### config.mk
export PLATFORM = sky130hd
export DESIGN_NAME = periodic_oneshot_timer_bank_top_flat
export DESIGN_NICKNAME = d
export VERILOG_FILES = /design/src/design/potb_pkg.sv /design/src/design/potb_channel_if.sv /design/src/design/potb_ram.sv /design/src/design/potb_ctl.sv /design/src/design/potb_datapath.sv /design/src/design/periodic_oneshot_timer_bank_top.sv /design/src/flat_wrapper.sv
export VERILOG_INCLUDE_DIRS = /design/src /design/src/design
export SDC_FILE = /design/constraint.sdc
export NUM_CORES = 2
export LEC_CHECK = 0
export ABC_CLOCK_PERIOD_IN_PS = 20200
export BUFFER_PORTS_ARGS = -buffer_cell sky130_fd_sc_hd__buf_2
export CAP_MARGIN = 20
export CORE_UTILIZATION = 25
export CTS_BUF_LIST = sky130_fd_sc_hd__clkbuf_4 sky130_fd_sc_hd__clkbuf_8 sky130_fd_sc_hd__clkbuf_16
export CTS_CLUSTER_DIAMETER = 100
export CTS_CLUSTER_SIZE = 14
export DETAILED_ROUTE_END_ITERATION = 10
export HOLD_SLACK_MARGIN = 0.05
export PLACE_DENSITY = 0.41
export RECOVER_POWER = 50
export SLEW_MARGIN = 5
export SYNTH_ARGS = -nofsm -noshare
export SYNTH_HDL_FRONTEND = slang
export SYNTH_HIERARCHICAL = 1
export SYNTH_SLANG_ARGS = --single-unit
### constraint.sdc
create_clock -name clock -period 20.2 [get_ports clock]
set_input_delay 4.04 -clock clock [delete_from_list [all_inputs] [get_ports clock]]
set_output_delay 4.04 -clock clock [all_outputs]
set_load 0.01 [all_outputs]
### src/design/periodic_oneshot_timer_bank_top_assert.svh
// ----------------------------------------------------------------------------
// Timer bank assertion macros
// Concurrent assertion wrappers shared by the timer bank RTL; they expand to
// nothing when SYNTH is defined.
// ----------------------------------------------------------------------------
`ifndef PERIODIC_ONESHOT_TIMER_BANK_TOP_ASSERT_SVH
`define PERIODIC_ONESHOT_TIMER_BANK_TOP_ASSERT_SVH

`ifndef SYNTH

// Check a property on every clock edge outside reset
`define POTB_ASSERT(label, clk, rst, prop) \
   label: assert property (@(posedge clk) disable iff (rst) (prop)) \
      else $error("timer bank assertion failed");

// Check that a condition implies a consequence in the same cycle
`define POTB_ASSERT_IMP(label, clk, rst, ante, cons) \
   label: assert property (@(posedge clk) disable iff (rst) (ante) |-> (cons)) \
      else $error("timer bank implication failed");

`else

`define POTB_ASSERT(label, clk, rst, prop)
`define POTB_ASSERT_IMP(label, clk, rst, ante, cons)

`endif

`endif

### src/design/potb_pkg.sv
// ----------------------------------------------------------------------------
// potb_pkg
// Shared types, codes and defaults of the periodic/one-shot timer bank.
// ----------------------------------------------------------------------------
`default_nettype none

package potb_pkg;

   // Default parameter values
   localparam int DEF_NUM_CHANNELS = 16;
   localparam int DEF_TICK_WIDTH   = 32;

   // Fixed field widths of the request and response words
   localparam int FUNC_W   = 3;
   localparam int INDEX_W  = 4;
   localparam int FIELD_W  = 32;
   localparam int STATUS_W = 3;

   // Most fire responses one tick may produce
   localparam int MAX_FIRES = 16;

   // Command codes
   localparam logic [FUNC_W-1:0] FUNC_INIT      = 3'd0;
   localparam logic [FUNC_W-1:0] FUNC_START     = 3'd1;
   localparam logic [FUNC_W-1:0] FUNC_STOP      = 3'd2;
   localparam logic [FUNC_W-1:0] FUNC_HARD_TICK = 3'd3;
   localparam logic [FUNC_W-1:0] FUNC_SOFT_TICK = 3'd4;

   // Channel status codes
   localparam logic [STATUS_W-1:0] ST_UNUSED  = 3'd0;
   localparam logic [STATUS_W-1:0] ST_CREATED = 3'd1;
   localparam logic [STATUS_W-1:0] ST_STARTED = 3'd2;
   localparam logic [STATUS_W-1:0] ST_RUNNING = 3'd3;
   localparam logic [STATUS_W-1:0] ST_STOPPED = 3'd4;

   // Request word
   typedef struct packed {
      logic [FUNC_W-1:0]  func;
      logic [INDEX_W-1:0] timer_index;
      logic [FIELD_W-1:0] start_delay;
      logic [FIELD_W-1:0] period;
      logic               hard_class;
   } req_word_type;

   // Response word
   typedef struct packed {
      logic [INDEX_W-1:0] fired_channel;
      logic               went_stopped;
      logic               last;
   } rsp_word_type;

   // Controller to datapath commands
   typedef struct packed {
      logic accept;
      logic do_init;
      logic do_stop;
      logic tick_go;
      logic start_load;
      logic walk_rd;
      logic walk_skip;
      logic upd_commit;
      logic flush_push;
   } ctl_cmd_type;

   // Datapath to controller status
   typedef struct packed {
      logic is_init;
      logic is_start;
      logic is_stop;
      logic is_tick;
      logic idx_ok;
      logic start_ok;
      logic stop_ok;
      logic scan_done;
      logic scan_sel;
      logic upd_fire;
      logic pend_v;
      logic out_free;
   } dp_stat_type;

endpackage

`default_nettype wire

### src/design/potb_channel_if.sv
// ----------------------------------------------------------------------------
// potb_channel_if
// Valid/ready channels of the timer bank: request and response.
// ----------------------------------------------------------------------------
`default_nettype none

interface potb_req_if;
   logic                             valid;
   logic                             ready;
   logic [potb_pkg::FUNC_W-1:0]      func;
   logic [potb_pkg::INDEX_W-1:0]     timer_index;
   logic [potb_pkg::FIELD_W-1:0]     start_delay;
   logic [potb_pkg::FIELD_W-1:0]     period;
   logic                             hard_class;

   modport source (output valid, output func, output timer_index, output start_delay,
                   output period, output hard_class, input ready);
   modport sink   (input valid, input func, input timer_index, input start_delay,
                   input period, input hard_class, output ready);
endinterface

interface potb_rsp_if;
   logic                             valid;
   logic                             ready;
   logic [potb_pkg::INDEX_W-1:0]     fired_channel;
   logic                             went_stopped;
   logic                             last;

   modport source (output valid, output fired_channel, output went_stopped,
                   output last, input ready);
   modport sink   (input valid, input fired_channel, input went_stopped,
                   input last, output ready);
endinterface

`default_nettype wire

### src/design/potb_ram.sv
// ----------------------------------------------------------------------------
// potb_ram
// Generic one-write, one-read RAM with registered read data.
// ----------------------------------------------------------------------------
`default_nettype none

module potb_ram #(
   parameter int WIDTH = 32,
   parameter int DEPTH = 16
) (
   input  wire logic                                  clock,
   input  wire logic                                  wr_en,
   input  wire logic [((DEPTH > 1) ? $clog2(DEPTH) : 1)-1:0] wr_addr,
   input  wire logic [WIDTH-1:0]                      wr_data,
   input  wire logic [((DEPTH > 1) ? $clog2(DEPTH) : 1)-1:0] rd_addr,
   output      logic [WIDTH-1:0]                      rd_data
);

   logic [WIDTH-1:0] mem_ff [DEPTH];
   logic [WIDTH-1:0] rd_data_ff;

   // Write port
   always_ff @(posedge clock) begin
      if (wr_en) begin
         mem_ff[wr_addr] <= wr_data;
      end
   end

   // Registered read port
   always_ff @(posedge clock) begin
      rd_data_ff <= mem_ff[rd_addr];
   end

   assign rd_data = rd_data_ff;

endmodule

`default_nettype wire

### src/design/potb_ctl.sv
// ----------------------------------------------------------------------------
// potb_ctl
// Sequencer of the timer bank: takes one request word at a time and steps the
// datapath through start loads and tick walks.
// ----------------------------------------------------------------------------
`default_nettype none

module potb_ctl (
   input  wire logic                  clock,
   input  wire logic                  reset,
   input  wire logic                  req_valid,
   output      logic                  req_ready,
   input  wire potb_pkg::dp_stat_type stat,
   output      potb_pkg::ctl_cmd_type cmd
);

`include "periodic_oneshot_timer_bank_top_assert.svh"

   localparam logic [2:0] S_IDLE  = 3'd0;
   localparam logic [2:0] S_START = 3'd1;
   localparam logic [2:0] S_SCAN  = 3'd2;
   localparam logic [2:0] S_UPD   = 3'd3;
   localparam logic [2:0] S_FLUSH = 3'd4;

   logic [2:0] state_ff;
   logic [2:0] state_in;

   // Next state and commands
   always_comb begin
      state_in  = state_ff;
      cmd       = '0;
      req_ready = 1'b0;
      case (state_ff)
         S_IDLE: begin
            req_ready = 1'b1;
            if (req_valid) begin
               cmd.accept = 1'b1;
               if (stat.is_init && stat.idx_ok) begin
                  cmd.do_init = 1'b1;
               end
               if (stat.is_start && stat.idx_ok && stat.start_ok) begin
                  state_in = S_START;
               end
               if (stat.is_stop && stat.idx_ok && stat.stop_ok) begin
                  cmd.do_stop = 1'b1;
               end
               if (stat.is_tick) begin
                  cmd.tick_go = 1'b1;
                  state_in    = S_SCAN;
               end
            end
         end
         S_START: begin
            cmd.start_load = 1'b1;
            state_in       = S_IDLE;
         end
         S_SCAN: begin
            cmd.walk_rd = 1'b1;
            if (stat.scan_done) begin
               state_in = S_FLUSH;
            end else if (stat.scan_sel) begin
               state_in = S_UPD;
            end else begin
               cmd.walk_skip = 1'b1;
            end
         end
         S_UPD: begin
            cmd.walk_rd = 1'b1;
            // hold while an earlier fire waits for the output slot
            if (!(stat.upd_fire && stat.pend_v && !stat.out_free)) begin
               cmd.upd_commit = 1'b1;
               state_in       = S_SCAN;
            end
         end
         S_FLUSH: begin
            if (!stat.pend_v) begin
               state_in = S_IDLE;
            end else if (stat.out_free) begin
               cmd.flush_push = 1'b1;
               state_in       = S_IDLE;
            end
         end
         default: begin
            state_in = S_IDLE;
         end
      endcase
   end

   always_ff @(posedge clock) begin
      if (reset) begin
         state_ff <= S_IDLE;
      end else begin
         state_ff <= state_in;
      end
   end

   `POTB_ASSERT_IMP(a_start_from_idle, clock, reset,
                    state_ff == S_START, $past(state_ff) == S_IDLE)
   `POTB_ASSERT(a_one_walk_step, clock, reset,
                $onehot0({cmd.walk_skip, cmd.upd_commit, cmd.flush_push,
                          cmd.start_load, cmd.accept}))
   `POTB_ASSERT(a_ready_in_idle, clock, reset, req_ready == (state_ff == S_IDLE))

endmodule

`default_nettype wire

### src/design/potb_datapath.sv
// ----------------------------------------------------------------------------
// potb_datapath
// Channel stores, countdown update, fire pending stage and response register.
// ----------------------------------------------------------------------------
`default_nettype none

module potb_datapath #(
   parameter int NUM_CHANNELS = potb_pkg::DEF_NUM_CHANNELS,
   parameter int TICK_WIDTH   = potb_pkg::DEF_TICK_WIDTH
) (
   input  wire logic                   clock,
   input  wire logic                   reset,
   input  wire potb_pkg::req_word_type req_word,
   input  wire potb_pkg::ctl_cmd_type  cmd,
   output      potb_pkg::dp_stat_type  stat,
   output      logic                   rsp_valid,
   input  wire logic                   rsp_ready,
   output      potb_pkg::rsp_word_type rsp_word
);

`include "periodic_oneshot_timer_bank_top_assert.svh"

   localparam int ChW   = (NUM_CHANNELS > 1) ? $clog2(NUM_CHANNELS) : 1;
   localparam int WalkW = ChW + 1;
   localparam int CmpW  = ((ChW > potb_pkg::INDEX_W) ? ChW : potb_pkg::INDEX_W) + 1;
   localparam int FireW = $clog2(potb_pkg::MAX_FIRES + 1);
   localparam int CfgW  = 2 * TICK_WIDTH;

   // Per-channel status and class
   logic [potb_pkg::STATUS_W-1:0] status_ff [NUM_CHANNELS];
   logic                          class_ff  [NUM_CHANNELS];

   // Walk and fire bookkeeping
   logic [WalkW-1:0] walk_ff, walk_in;
   logic [FireW-1:0] fires_ff, fires_in;
   logic             want_ff, want_in;
   logic [ChW-1:0]   idx_ff, idx_in;

   // Pending fire and response register
   logic                          pend_v_ff, pend_v_in;
   logic [potb_pkg::INDEX_W-1:0]  pend_ch_ff, pend_ch_in;
   logic                          pend_stop_ff, pend_stop_in;
   logic                          out_v_ff, out_v_in;
   logic [potb_pkg::INDEX_W-1:0]  out_ch_ff, out_ch_in;
   logic                          out_stop_ff, out_stop_in;
   logic                          out_last_ff, out_last_in;

   // RAM ports
   logic [ChW-1:0]        rd_addr;
   logic [CfgW-1:0]       cfg_wr_data, cfg_rd_data;
   logic                  cnt_wr_en;
   logic [ChW-1:0]        cnt_wr_addr;
   logic [TICK_WIDTH-1:0] cnt_wr_data, cnt_rd_data;

   // Decoded values
   logic [CmpW-1:0]               idx_ext, walk_ext;
   logic [ChW-1:0]                idx_addr, walk_addr;
   logic [TICK_WIDTH-1:0]         req_delay, req_period, req_first;
   logic [TICK_WIDTH-1:0]         cfg_delay, cfg_period, cfg_first, cnt_dec;
   logic                          upd_fire, out_free, push_mid, out_load;
   logic [potb_pkg::STATUS_W-1:0] idx_st, walk_st;

   // Decode request index and operands
   assign idx_ext    = CmpW'(req_word.timer_index);
   assign idx_addr   = idx_ext[ChW-1:0];
   assign walk_ext   = CmpW'(walk_ff);
   assign walk_addr  = walk_ff[ChW-1:0];
   assign req_delay  = TICK_WIDTH'(req_word.start_delay);
   assign req_period = TICK_WIDTH'(req_word.period);
   assign req_first  = (req_delay != '0) ? req_delay : req_period;
   assign cfg_wr_data = {req_period, req_delay};
   assign cfg_delay  = cfg_rd_data[TICK_WIDTH-1:0];
   assign cfg_period = cfg_rd_data[CfgW-1:TICK_WIDTH];
   assign cfg_first  = (cfg_delay != '0) ? cfg_delay : cfg_period;
   assign cnt_dec    = cnt_rd_data - TICK_WIDTH'(1);
   assign upd_fire   = (cnt_dec == '0);
   assign idx_st     = status_ff[idx_addr];
   assign walk_st    = status_ff[walk_addr];
   assign rd_addr    = cmd.walk_rd ? walk_addr : idx_addr;
   assign out_free   = !out_v_ff || rsp_ready;
   assign push_mid   = cmd.upd_commit && upd_fire && pend_v_ff;
   assign out_load   = push_mid || cmd.flush_push;

   // Status toward the controller
   always_comb begin
      stat.is_init   = (req_word.func == potb_pkg::FUNC_INIT);
      stat.is_start  = (req_word.func == potb_pkg::FUNC_START);
      stat.is_stop   = (req_word.func == potb_pkg::FUNC_STOP);
      stat.is_tick   = (req_word.func == potb_pkg::FUNC_HARD_TICK) ||
                       (req_word.func == potb_pkg::FUNC_SOFT_TICK);
      stat.idx_ok    = (idx_ext < CmpW'(NUM_CHANNELS));
      stat.start_ok  = (idx_st == potb_pkg::ST_CREATED) || (idx_st == potb_pkg::ST_STOPPED);
      stat.stop_ok   = (idx_st == potb_pkg::ST_STARTED) || (idx_st == potb_pkg::ST_RUNNING);
      stat.scan_done = (walk_ff == WalkW'(NUM_CHANNELS)) ||
                       (fires_ff == FireW'(potb_pkg::MAX_FIRES));
      stat.scan_sel  = ((walk_st == potb_pkg::ST_STARTED) ||
                        (walk_st == potb_pkg::ST_RUNNING)) && (class_ff[walk_addr] == want_ff);
      stat.upd_fire  = upd_fire;
      stat.pend_v    = pend_v_ff;
      stat.out_free  = out_free;
   end

   // Countdown write source: init, start reload or tick update
   always_comb begin
      cnt_wr_en   = 1'b0;
      cnt_wr_addr = idx_addr;
      cnt_wr_data = req_first;
      if (cmd.do_init) begin
         cnt_wr_en = 1'b1;
      end else if (cmd.start_load) begin
         cnt_wr_en   = 1'b1;
         cnt_wr_addr = idx_ff;
         cnt_wr_data = cfg_first;
      end else if (cmd.upd_commit) begin
         cnt_wr_en   = 1'b1;
         cnt_wr_addr = walk_addr;
         cnt_wr_data = (upd_fire && (cfg_period != '0)) ? cfg_period : cnt_dec;
      end
   end

   potb_ram #(
      .WIDTH (CfgW),
      .DEPTH (NUM_CHANNELS)
   ) u_cfg_ram (
      .clock   (clock),
      .wr_en   (cmd.do_init),
      .wr_addr (idx_addr),
      .wr_data (cfg_wr_data),
      .rd_addr (rd_addr),
      .rd_data (cfg_rd_data)
   );

   potb_ram #(
      .WIDTH (TICK_WIDTH),
      .DEPTH (NUM_CHANNELS)
   ) u_cnt_ram (
      .clock   (clock),
      .wr_en   (cnt_wr_en),
      .wr_addr (cnt_wr_addr),
      .wr_data (cnt_wr_data),
      .rd_addr (rd_addr),
      .rd_data (cnt_rd_data)
   );

   // Channel status updates
   always_ff @(posedge clock) begin
      if (reset) begin
         for (int i = 0; i < NUM_CHANNELS; i++) begin
            status_ff[i] <= potb_pkg::ST_UNUSED;
         end
      end else begin
         if (cmd.do_init) begin
            status_ff[idx_addr] <= potb_pkg::ST_CREATED;
         end
         if (cmd.do_stop) begin
            status_ff[idx_addr] <= potb_pkg::ST_STOPPED;
         end
         if (cmd.start_load) begin
            status_ff[idx_ff] <= potb_pkg::ST_STARTED;
         end
         if (cmd.upd_commit && upd_fire) begin
            status_ff[walk_addr] <= (cfg_period != '0) ? potb_pkg::ST_RUNNING
                                                       : potb_pkg::ST_STOPPED;
         end
      end
   end

   // Channel class, written by init only
   always_ff @(posedge clock) begin
      if (cmd.do_init) begin
         class_ff[idx_addr] <= req_word.hard_class;
      end
   end

   // Walk, pending fire and response next values
   always_comb begin
      walk_in      = walk_ff;
      fires_in     = fires_ff;
      want_in      = want_ff;
      idx_in       = idx_ff;
      pend_v_in    = pend_v_ff;
      pend_ch_in   = pend_ch_ff;
      pend_stop_in = pend_stop_ff;
      out_v_in     = out_v_ff;
      out_ch_in    = out_ch_ff;
      out_stop_in  = out_stop_ff;
      out_last_in  = out_last_ff;

      if (cmd.accept) begin
         idx_in = idx_addr;
      end
      if (cmd.tick_go) begin
         walk_in   = '0;
         fires_in  = '0;
         want_in   = (req_word.func == potb_pkg::FUNC_HARD_TICK);
         pend_v_in = 1'b0;
      end
      if (cmd.walk_skip || cmd.upd_commit) begin
         walk_in = walk_ff + WalkW'(1);
      end

      // drop the drained pending word into the response register
      if (out_load) begin
         out_v_in    = 1'b1;
         out_ch_in   = pend_ch_ff;
         out_stop_in = pend_stop_ff;
         out_last_in = cmd.flush_push;
      end else if (rsp_ready) begin
         out_v_in = 1'b0;
      end

      // hold the newest fire until the next one or the end of the walk
      if (cmd.upd_commit && upd_fire) begin
         fires_in     = fires_ff + FireW'(1);
         pend_v_in    = 1'b1;
         pend_ch_in   = walk_ext[potb_pkg::INDEX_W-1:0];
         pend_stop_in = (cfg_period == '0);
      end
      if (cmd.flush_push) begin
         pend_v_in = 1'b0;
      end
   end

   always_ff @(posedge clock) begin
      if (reset) begin
         walk_ff   <= '0;
         fires_ff  <= '0;
         want_ff   <= 1'b0;
         idx_ff    <= '0;
         pend_v_ff <= 1'b0;
         out_v_ff  <= 1'b0;
      end else begin
         walk_ff   <= walk_in;
         fires_ff  <= fires_in;
         want_ff   <= want_in;
         idx_ff    <= idx_in;
         pend_v_ff <= pend_v_in;
         out_v_ff  <= out_v_in;
      end
   end

   always_ff @(posedge clock) begin
      pend_ch_ff   <= pend_ch_in;
      pend_stop_ff <= pend_stop_in;
      out_ch_ff    <= out_ch_in;
      out_stop_ff  <= out_stop_in;
      out_last_ff  <= out_last_in;
   end

   assign rsp_valid              = out_v_ff;
   assign rsp_word.fired_channel = out_ch_ff;
   assign rsp_word.went_stopped  = out_stop_ff;
   assign rsp_word.last          = out_last_ff;

   `POTB_ASSERT_IMP(a_push_needs_slot, clock, reset, out_load, out_free)
   `POTB_ASSERT(a_fire_bound, clock, reset, fires_ff <= FireW'(potb_pkg::MAX_FIRES))
   `POTB_ASSERT_IMP(a_commit_in_range, clock, reset, cmd.upd_commit, walk_ff < WalkW'(NUM_CHANNELS))

endmodule

`default_nettype wire

### src/design/periodic_oneshot_timer_bank_top.sv
// ----------------------------------------------------------------------------
// periodic_oneshot_timer_bank_top
// Bank of countdown timer channels driven by init, start, stop and tick words.
//
// Each request word is one command. Init, stop and unknown commands complete
// as the word is accepted; start reads the channel's stored delay and period,
// then writes the countdown. A hard or soft tick is accepted, then walks the
// channels in ascending order through the countdown and configuration RAMs:
// a channel outside the ticked class or not armed is skipped in the scan
// state, an armed one is read in the scan state and then updated in the
// update state, which waits while an earlier fire still waits for the output
// slot, and a flush state closes the walk.
// Each channel that reaches zero gives one response word; the word with last
// set closes the tick. A tick with no expiry gives no word. The response sits
// in an output register, so the next request word is taken while the final
// response of a tick still waits to be read.
// ----------------------------------------------------------------------------
`default_nettype none

module periodic_oneshot_timer_bank_top #(
   parameter int NUM_CHANNELS = potb_pkg::DEF_NUM_CHANNELS,
   parameter int TICK_WIDTH   = potb_pkg::DEF_TICK_WIDTH
) (
   input wire logic   clock,
   input wire logic   reset,
   potb_req_if.sink   req_ch,
   potb_rsp_if.source rsp_ch
);

   potb_pkg::req_word_type req_word;
   potb_pkg::rsp_word_type rsp_word;
   potb_pkg::ctl_cmd_type  cmd;
   potb_pkg::dp_stat_type  stat;
   logic                   req_ready;
   logic                   rsp_valid;

   // Pack the request word
   always_comb begin
      req_word.func        = req_ch.func;
      req_word.timer_index = req_ch.timer_index;
      req_word.start_delay = req_ch.start_delay;
      req_word.period      = req_ch.period;
      req_word.hard_class  = req_ch.hard_class;
   end

   potb_ctl u_ctl (
      .clock     (clock),
      .reset     (reset),
      .req_valid (req_ch.valid),
      .req_ready (req_ready),
      .stat      (stat),
      .cmd       (cmd)
   );

   potb_datapath #(
      .NUM_CHANNELS (NUM_CHANNELS),
      .TICK_WIDTH   (TICK_WIDTH)
   ) u_datapath (
      .clock     (clock),
      .reset     (reset),
      .req_word  (req_word),
      .cmd       (cmd),
      .stat      (stat),
      .rsp_valid (rsp_valid),
      .rsp_ready (rsp_ch.ready),
      .rsp_word  (rsp_word)
   );

   // Drive the channel ports
   assign req_ch.ready         = req_ready;
   assign rsp_ch.valid         = rsp_valid;
   assign rsp_ch.fired_channel = rsp_word.fired_channel;
   assign rsp_ch.went_stopped  = rsp_word.went_stopped;
   assign rsp_ch.last          = rsp_word.last;

endmodule

`default_nettype wire

### src/flat_wrapper.sv
// flat-port wrapper written by rule: the top's interface ports become plain ports
module periodic_oneshot_timer_bank_top_flat 
#(
   parameter int NUM_CHANNELS = potb_pkg::DEF_NUM_CHANNELS,
   parameter int TICK_WIDTH   = potb_pkg::DEF_TICK_WIDTH
)
  (clock, reset, req_ch_valid, req_ch_func, req_ch_timer_index, req_ch_start_delay, req_ch_period, req_ch_hard_class, req_ch_ready, rsp_ch_valid, rsp_ch_fired_channel, rsp_ch_went_stopped, rsp_ch_last, rsp_ch_ready);
  potb_req_if req_ch_i ();
  potb_rsp_if rsp_ch_i ();
  input wire logic clock;
  input wire logic reset;
  input wire logic [$bits(req_ch_i.valid)-1:0] req_ch_valid;
  input wire logic [$bits(req_ch_i.func)-1:0] req_ch_func;
  input wire logic [$bits(req_ch_i.timer_index)-1:0] req_ch_timer_index;
  input wire logic [$bits(req_ch_i.start_delay)-1:0] req_ch_start_delay;
  input wire logic [$bits(req_ch_i.period)-1:0] req_ch_period;
  input wire logic [$bits(req_ch_i.hard_class)-1:0] req_ch_hard_class;
  output wire logic [$bits(req_ch_i.ready)-1:0] req_ch_ready;
  output wire logic [$bits(rsp_ch_i.valid)-1:0] rsp_ch_valid;
  output wire logic [$bits(rsp_ch_i.fired_channel)-1:0] rsp_ch_fired_channel;
  output wire logic [$bits(rsp_ch_i.went_stopped)-1:0] rsp_ch_went_stopped;
  output wire logic [$bits(rsp_ch_i.last)-1:0] rsp_ch_last;
  input wire logic [$bits(rsp_ch_i.ready)-1:0] rsp_ch_ready;
  assign req_ch_i.valid = req_ch_valid;
  assign req_ch_i.func = req_ch_func;
  assign req_ch_i.timer_index = req_ch_timer_index;
  assign req_ch_i.start_delay = req_ch_start_delay;
  assign req_ch_i.period = req_ch_period;
  assign req_ch_i.hard_class = req_ch_hard_class;
  assign req_ch_ready = req_ch_i.ready;
  assign rsp_ch_valid = rsp_ch_i.valid;
  assign rsp_ch_fired_channel = rsp_ch_i.fired_channel;
  assign rsp_ch_went_stopped = rsp_ch_i.went_stopped;
  assign rsp_ch_last = rsp_ch_i.last;
  assign rsp_ch_i.ready = rsp_ch_ready;
  periodic_oneshot_timer_bank_top #(.NUM_CHANNELS(NUM_CHANNELS), .TICK_WIDTH(TICK_WIDTH)) u_core (.clock(clock), .reset(reset), .req_ch(req_ch_i), .rsp_ch(rsp_ch_i));
endmodule
---- Yosys cells after proc, flatten, opt, wreduce, memory -nomap -nowiden ----
Memories as Yosys holds them, arrays and structs flattened. A register that Yosys moved wholly into a read port is not among the register bits.
Index checks and enable logic that the tools add are counted.
word-level totals
  register bits after elaboration ......... 31
  output and inout bits ................... 8
  RAM bits ................................ 1600
  logic and storage cells ................. 157
  memories ................................ 4
cells by class
  mux-type cells .......................... 77
  bitwise logic cells ..................... 1
  equality and inequality tests ........... 22
  reductions and logical operators ........ 37
  magnitude comparators ................... 1
  $add $sub $neg .......................... 3
memories
  memory                              words  bits a word  rd ports  clocked after memory_dff  wr ports  RTL line             source
  u_core.u_datapath.u_cfg_ram.mem_ff  16     64           1         1                         1         potb_ram.sv:19       logic [WIDTH-1:0] mem_ff [DEPTH];
  u_core.u_datapath.u_cnt_ram.mem_ff  16     32           1         1                         1         potb_ram.sv:19
  u_core.u_datapath.status_ff         16     3            2         1                         16        potb_datapath.sv:30  logic [potb_pkg::STATUS_W-1:0] status_ff [NUM_CHANNELS];
  u_core.u_datapath.class_ff          16     1            1         1                         1         potb_datapath.sv:31  logic class_ff [NUM_CHANNELS];
operator list
  operator                                             count
  two-way mux 32 bit                                   6
  nonzero test 32 bit                                  3
  logical NOT 32 bit                                   2
  two-way mux 4 bit                                    13
  two-way mux 1 bit                                    41
  two-way mux 3 bit                                    13
  subtractor 32 x 1 -> 32 bit (second input constant)  1
  == test 3 x 2 -> 1 bit (second input constant)       8
  two-way mux 5 bit                                    3
  one-hot mux 3 bit (4 select lines)                   1
  logical AND 1 bit                                    11
  adder 5 x 1 -> 5 bit (second input constant)         2
  == test 5 bit (second input constant)                2
  == test 3 x 1 -> 1 bit (second input constant)       3
  == test 3 bit (second input constant)                3
  OR reduction 3 bit                                   3
  logical OR 1 bit                                     8
  logical NOT 3 bit                                    2
  nonzero test 2 bit                                   3
  < comparator 4 x 5 -> 1 bit (second input constant)  1
  AND reduction 5 bit                                  1
  != test 2 bit (second input constant)                2
  OR reduction 2 bit                                   2
  != test 3 x 1 -> 1 bit (second input constant)       1
  other kinds (5)                                      6

---- Longest topological paths before layout ----
An unclocked memory read counts as a cell.
  depth in word-level cells ............... 15
  depth in mapped cells ................... 21
  gate-level depth less buffers ........... 17

---- Hierarchy ----
The synthesis kept the hierarchy.
by module, submodules not included
  module                                   cells an instance  area an instance (µm²)  instances
  potb_ram at u_core.u_datapath.u_cfg_ram  1647               39581.7                 1
  potb_ram at u_core.u_datapath.u_cnt_ram  838                19854.0                 1
  potb_datapath                            878                7793.7                  1
  potb_ctl                                 35                 282.8                   1

---- Least setup slack after synthesis ----
OpenSTA, ideal clock, no wires.
  path type ............................... in2reg
  from .................................... in req_ch_func[0]
  to ...................................... mem u_core/u_datapath/u_cfg_ram/mem_ff[0][0] in the netlist's numbering, enable pin
  stages .................................. 4
  data arrival time ....................... 9.375 ns
  path slack .............................. 10.259 ns
  library setup time ...................... 0.565 ns
  path buffers ............................ 0
  cells stage by stage .................... nor3_1 and3_1 or3b_2 nor3_1
RTL lines
  item                RTL line            source
  start: declaration  flat_wrapper.sv:13  input wire logic [$bits(req_ch_i.func)-1:0] req_ch_func;
  end: declaration    potb_ram.sv:19

---- Final worst setup path ----
  from .................................... in req_ch_timer_index[0]
  to ...................................... reg u_core.u_datapath.u_cfg_ram.rd_data_ff[22] (netlist: u_core/u_datapath/u_cfg_ram/rd_data[22]), read port of u_core.u_datapath.u_cfg_ram.mem_ff
on the way
  word-level cells in the longest chain between the ends .. 1
ends and longest elaborated chain
  item                              RTL line             source
  start: declaration                flat_wrapper.sv:14   input wire logic [$bits(req_ch_i.timer_index)-1:0] req_ch_timer_index;
  two-way mux 4 bit                 potb_datapath.sv:79  assign rd_addr = cmd.walk_rd ? walk_addr : idx_addr;
  via u_core.u_datapath.rd_addr[0]  potb_datapath.sv:49  logic [ChW-1:0] rd_addr;
  end: declaration                  potb_ram.sv:20       logic [WIDTH-1:0] rd_data_ff;
The timed path passes the listed nets, and every way through them passes these cells.
A chain may end at the register's enable or synchronous reset.

==> flow_metrics.env <==
export IMPL_die_w_um=522
export IMPL_hold_path_class="reg2reg"
export IMPL_syn_area_um2=67500
export IMPL_end_kind="flop"
export IMPL_synth_area_top_cells="edfxtp_1, mux4_2, dfxtp_1, a22oi_1, nand2_1"
export IMPL_ys_async_sr_fraction=0
export IMPL_yosysMostFrequentCell="edfxtp_1"
export IMPL_synth_fp_nets=3482
export IMPL_post_route_period_util=0.612
export IMPL_wl_um=204000
export IMPL_synth_adder_area_share=0.00148
export IMPL_initial_utilization=0.252
export IMPL_r2r_slack_ns=11.23
export IMPL_ys_seq_area_frac=0.752
export IMPL_drive_gt1_frac=0.218
export IMPL_antenna_found_initial=25
export IMPL_area_delta_synth_final_pct=13.7
export IMPL_rr_worst_depth=17
export IMPL_hpwlAfterDp_um=115000
export IMPL_cts_num_sinks=1731
export IMPL_synthCells=3398
export IMPL_avgSynthCellArea_um2=19.9
export IMPL_setup_viol=0
export IMPL_synth_top_area_share=0.717
export IMPL_startpoint="req_ch_timer_index[0]"
export IMPL_period_needed_ns=12.36
export IMPL_vias=34300
export IMPL_r2r_start="u_core/u_datapath/u_cnt_ram/rd_data[1]$_DFF_P_"
export IMPL_synth_flop_cell="edfxtp_1"
export IMPL_rows=190
export IMPL_synth_top_family_by_area="multiplexers"
export IMPL_critPathKind="in2reg"
export IMPL_critPathMaxFanout=68
export IMPL_track_usage=0.148
export IMPL_cts_made_buffers=144
export IMPL_cts_repair_resized=0
export IMPL_ys_top_cells_by_count="edfxtp_1, mux4_2, a22oi_1"
export IMPL_clkLatencyLatePin_ns=0.83
export IMPL_leakage_uw=0.0237
export IMPL_multi_input_area_um2=15900
export IMPL_status="finished with violations"
export IMPL_die_h_um=522
export IMPL_pin_count=84
export IMPL_synth_compound_area_share=0.0416
export IMPL_post_cts_buffers=0
export IMPL_antenna_left=0
export IMPL_clock_skew_ns=0.0628
export IMPL_cts_tree="built"
export IMPL_cts_path_max_buffers=3
export IMPL_drt_first_iter_violations=2685
export IMPL_hold_ws_ns=0.420
export IMPL_slew_violations=797
export IMPL_port_buffers=83
export IMPL_drv_cap=25
export IMPL_grt_overflow=0
export IMPL_clk_pin_slew_ns=0.07
export IMPL_seq_area_um2=50800
export IMPL_violations="max-capacitance violations, max-slew violations"
export IMPL_powerDensity_nw_per_um2=94.5
export IMPL_clockRootBuffer="clkbuf_16"
export IMPL_yosysWarnings=6
export IMPL_max_slew_margin=-3.43
export IMPL_grt_pass1_vias=35400
export IMPL_rr_endpoint="u_core/u_datapath/u_cnt_ram/mem_ff[9][6]$_DFFE_PP_"
export IMPL_grt_max_degree=107
export IMPL_synth_simple_area_share=0.0411
export IMPL_htree_levels=4
export IMPL_rsz0062_at_grt="false"
export IMPL_start_kind="input pin"
export IMPL_holdBufCountCts=0
export IMPL_cp_required_ns=20.90
export IMPL_tightest_slew_ns=6.64
export IMPL_synth_xor_area_frac=0.00415
export IMPL_fillers=26500
export IMPL_via_per_inst=4.77
export IMPL_route_detailed_drc=0
export IMPL_cp_endpoint="u_core/u_datapath/u_cfg_ram/rd_data[22]$_DFF_P_"
export IMPL_tns_ns=0
export IMPL_arrival_ns=13.06
export IMPL_final_hold_viol_count=0
export IMPL_synth_seq_cells=1731
export IMPL_max_freq_mhz=80.9
export IMPL_core_area_um2=268000
export IMPL_wire_per_inst_um=28.3
export IMPL_drt_pass1_iter_count=5
export IMPL_dieArea_um2=272000
export IMPL_place_congestion=0.791
export IMPL_grt_pass1_wl_um=285000
export IMPL_final_nets=3609
export IMPL_p_total_uw=7260
export IMPL_ir_worst_vdd_uv=85.6
export IMPL_hold_start="u_core/u_datapath/pend_ch_ff[1]$_DFFE_PP_"
export IMPL_synthDistinctLibCells=66
export IMPL_muxShareOfSynthArea=0.144
export IMPL_synth_edf_count=1611
export IMPL_yosysTopAreaCell="edfxtp_1"
## metrics by stage
step	std cells	setup WS, ns	instance area (µm²)	utilization
after floorplan	3398	10.26	67500	-
after global routing	7188	6.61	76800	0.286
after CTS	7187	11.77	77100	0.287
after global placement	6930	10.92	72400	0.270
final	7191	7.84	76800	0.286
after detailed placement	6930	10.86	72400	0.270
## sequential cells by signal, summed over array words and instances (netlist names), 4 cells and up, named ones only
signal / flops
u_core/u_datapath/u_cnt_ram/rd_data: 32
u_core/u_datapath/out_ch_ff: 4
u_core/u_datapath/u_cnt_ram/mem_ff: 512
u_core/u_datapath/idx_ff: 4
u_core/u_datapath/status_ff: 48
u_core/u_datapath/class_ff: 16
u_core/u_datapath/fires_ff: 5
u_core/u_datapath/u_cfg_ram/rd_data: 64
u_core/u_datapath/walk_ext: 5
u_core/u_datapath/pend_ch_ff: 4
u_core/u_datapath/u_cfg_ram/mem_ff: 1024
## cells in the final DEF, fill, tap and decap left out, drive strengths merged, types with 11 or more instances in the layout
cell type,netlist,final
nor4,40,40
nor3b,15,15
edfxtp,1611,1611
a21o,26,26
clkbuf,94,336
inv,25,31
o21ai,40,40
a21oi,69,69
xor2,16,16
o221ai,15,15
nor2b,23,23
buf,93,70
nand2,161,161
nor2,102,102
a22oi,196,196
mux4,404,404
nand2b,11,11
nand3,70,70
nand4,29,29
dfxtp,120,120
mux2i,57,57
xnor2,16,16
clkinv,0,11
nor3,40,40
and2,12,12
## power by group
part           internal [µW]  switching [µW]
logic                    141             256
clock network           1500            1330
registers               3960            61.1
## worst min-delay path by stage
stage,depth (start not counted),slack (ns),to
final,0,0.42,u_core/u_datapath/out_ch_ff[1]$_DFFE_PP_
after global placement,0,0.42,u_core/u_datapath/out_ch_ff[0]$_DFFE_PP_
after CTS,0,0.43,u_core/u_datapath/out_ch_ff[1]$_DFFE_PP_
after detailed placement,0,0.41,u_core/u_datapath/out_stop_ff$_DFFE_PP_
after floorplan,0,0.40,u_core/u_datapath/out_ch_ff[0]$_DFFE_PP_
after global routing,0,0.44,u_core/u_datapath/out_stop_ff$_DFFE_PP_
## layout make-up
class | count | area share
diodes | 3 | 0.0000978
clock buffers | 238 | 0.0563
clock inverters | 19 | 0.00440
inverters | 25 | 0.00122
multi-input cells | 1455 | 0.207
flip-flops and latches | 1731 | 0.661
well taps | 3552 | 0.0579
repair buffers | 168 | 0.0115
## layer usage
| metal | wire [µm] | vias up | GRT usage |
|---|---|---|---|
| li1 | - | 14400 | - |
| met1 | 92000 | 18900 | 0.202 |
| met2 | 98800 | 809 | 0.247 |
| met3 | 8910 | 267 | 0.0244 |
| met4 | 3870 | 30 | 0.0334 |
| met5 | 174 | - | 0 |
## worst max-delay path: stages
cell	delay (ns)
buf_2	0.07
clkbuf_1	1.56
mux2_1	3.66
buf_4	1.04
buf_4	0.79
buf_4	0.81
mux4_2	0.59
a22oi_1	0.24
nand2_1	0.09
## kinds of logic (layout without fill, tap and decap cells)
logic type                 count (synthesis)  count (layout)
DFF                                     1731            1731
and+or+nand+nor                          547             547
muxes                                    466             466
AOI/OAI and AO/OA                        401             401
buffers and inverters                    212             450
xor gates and xnor gates                  32              32
adders and majority gates                  8               8
other                                      1               4
Power figures use the tool's default switching activity.
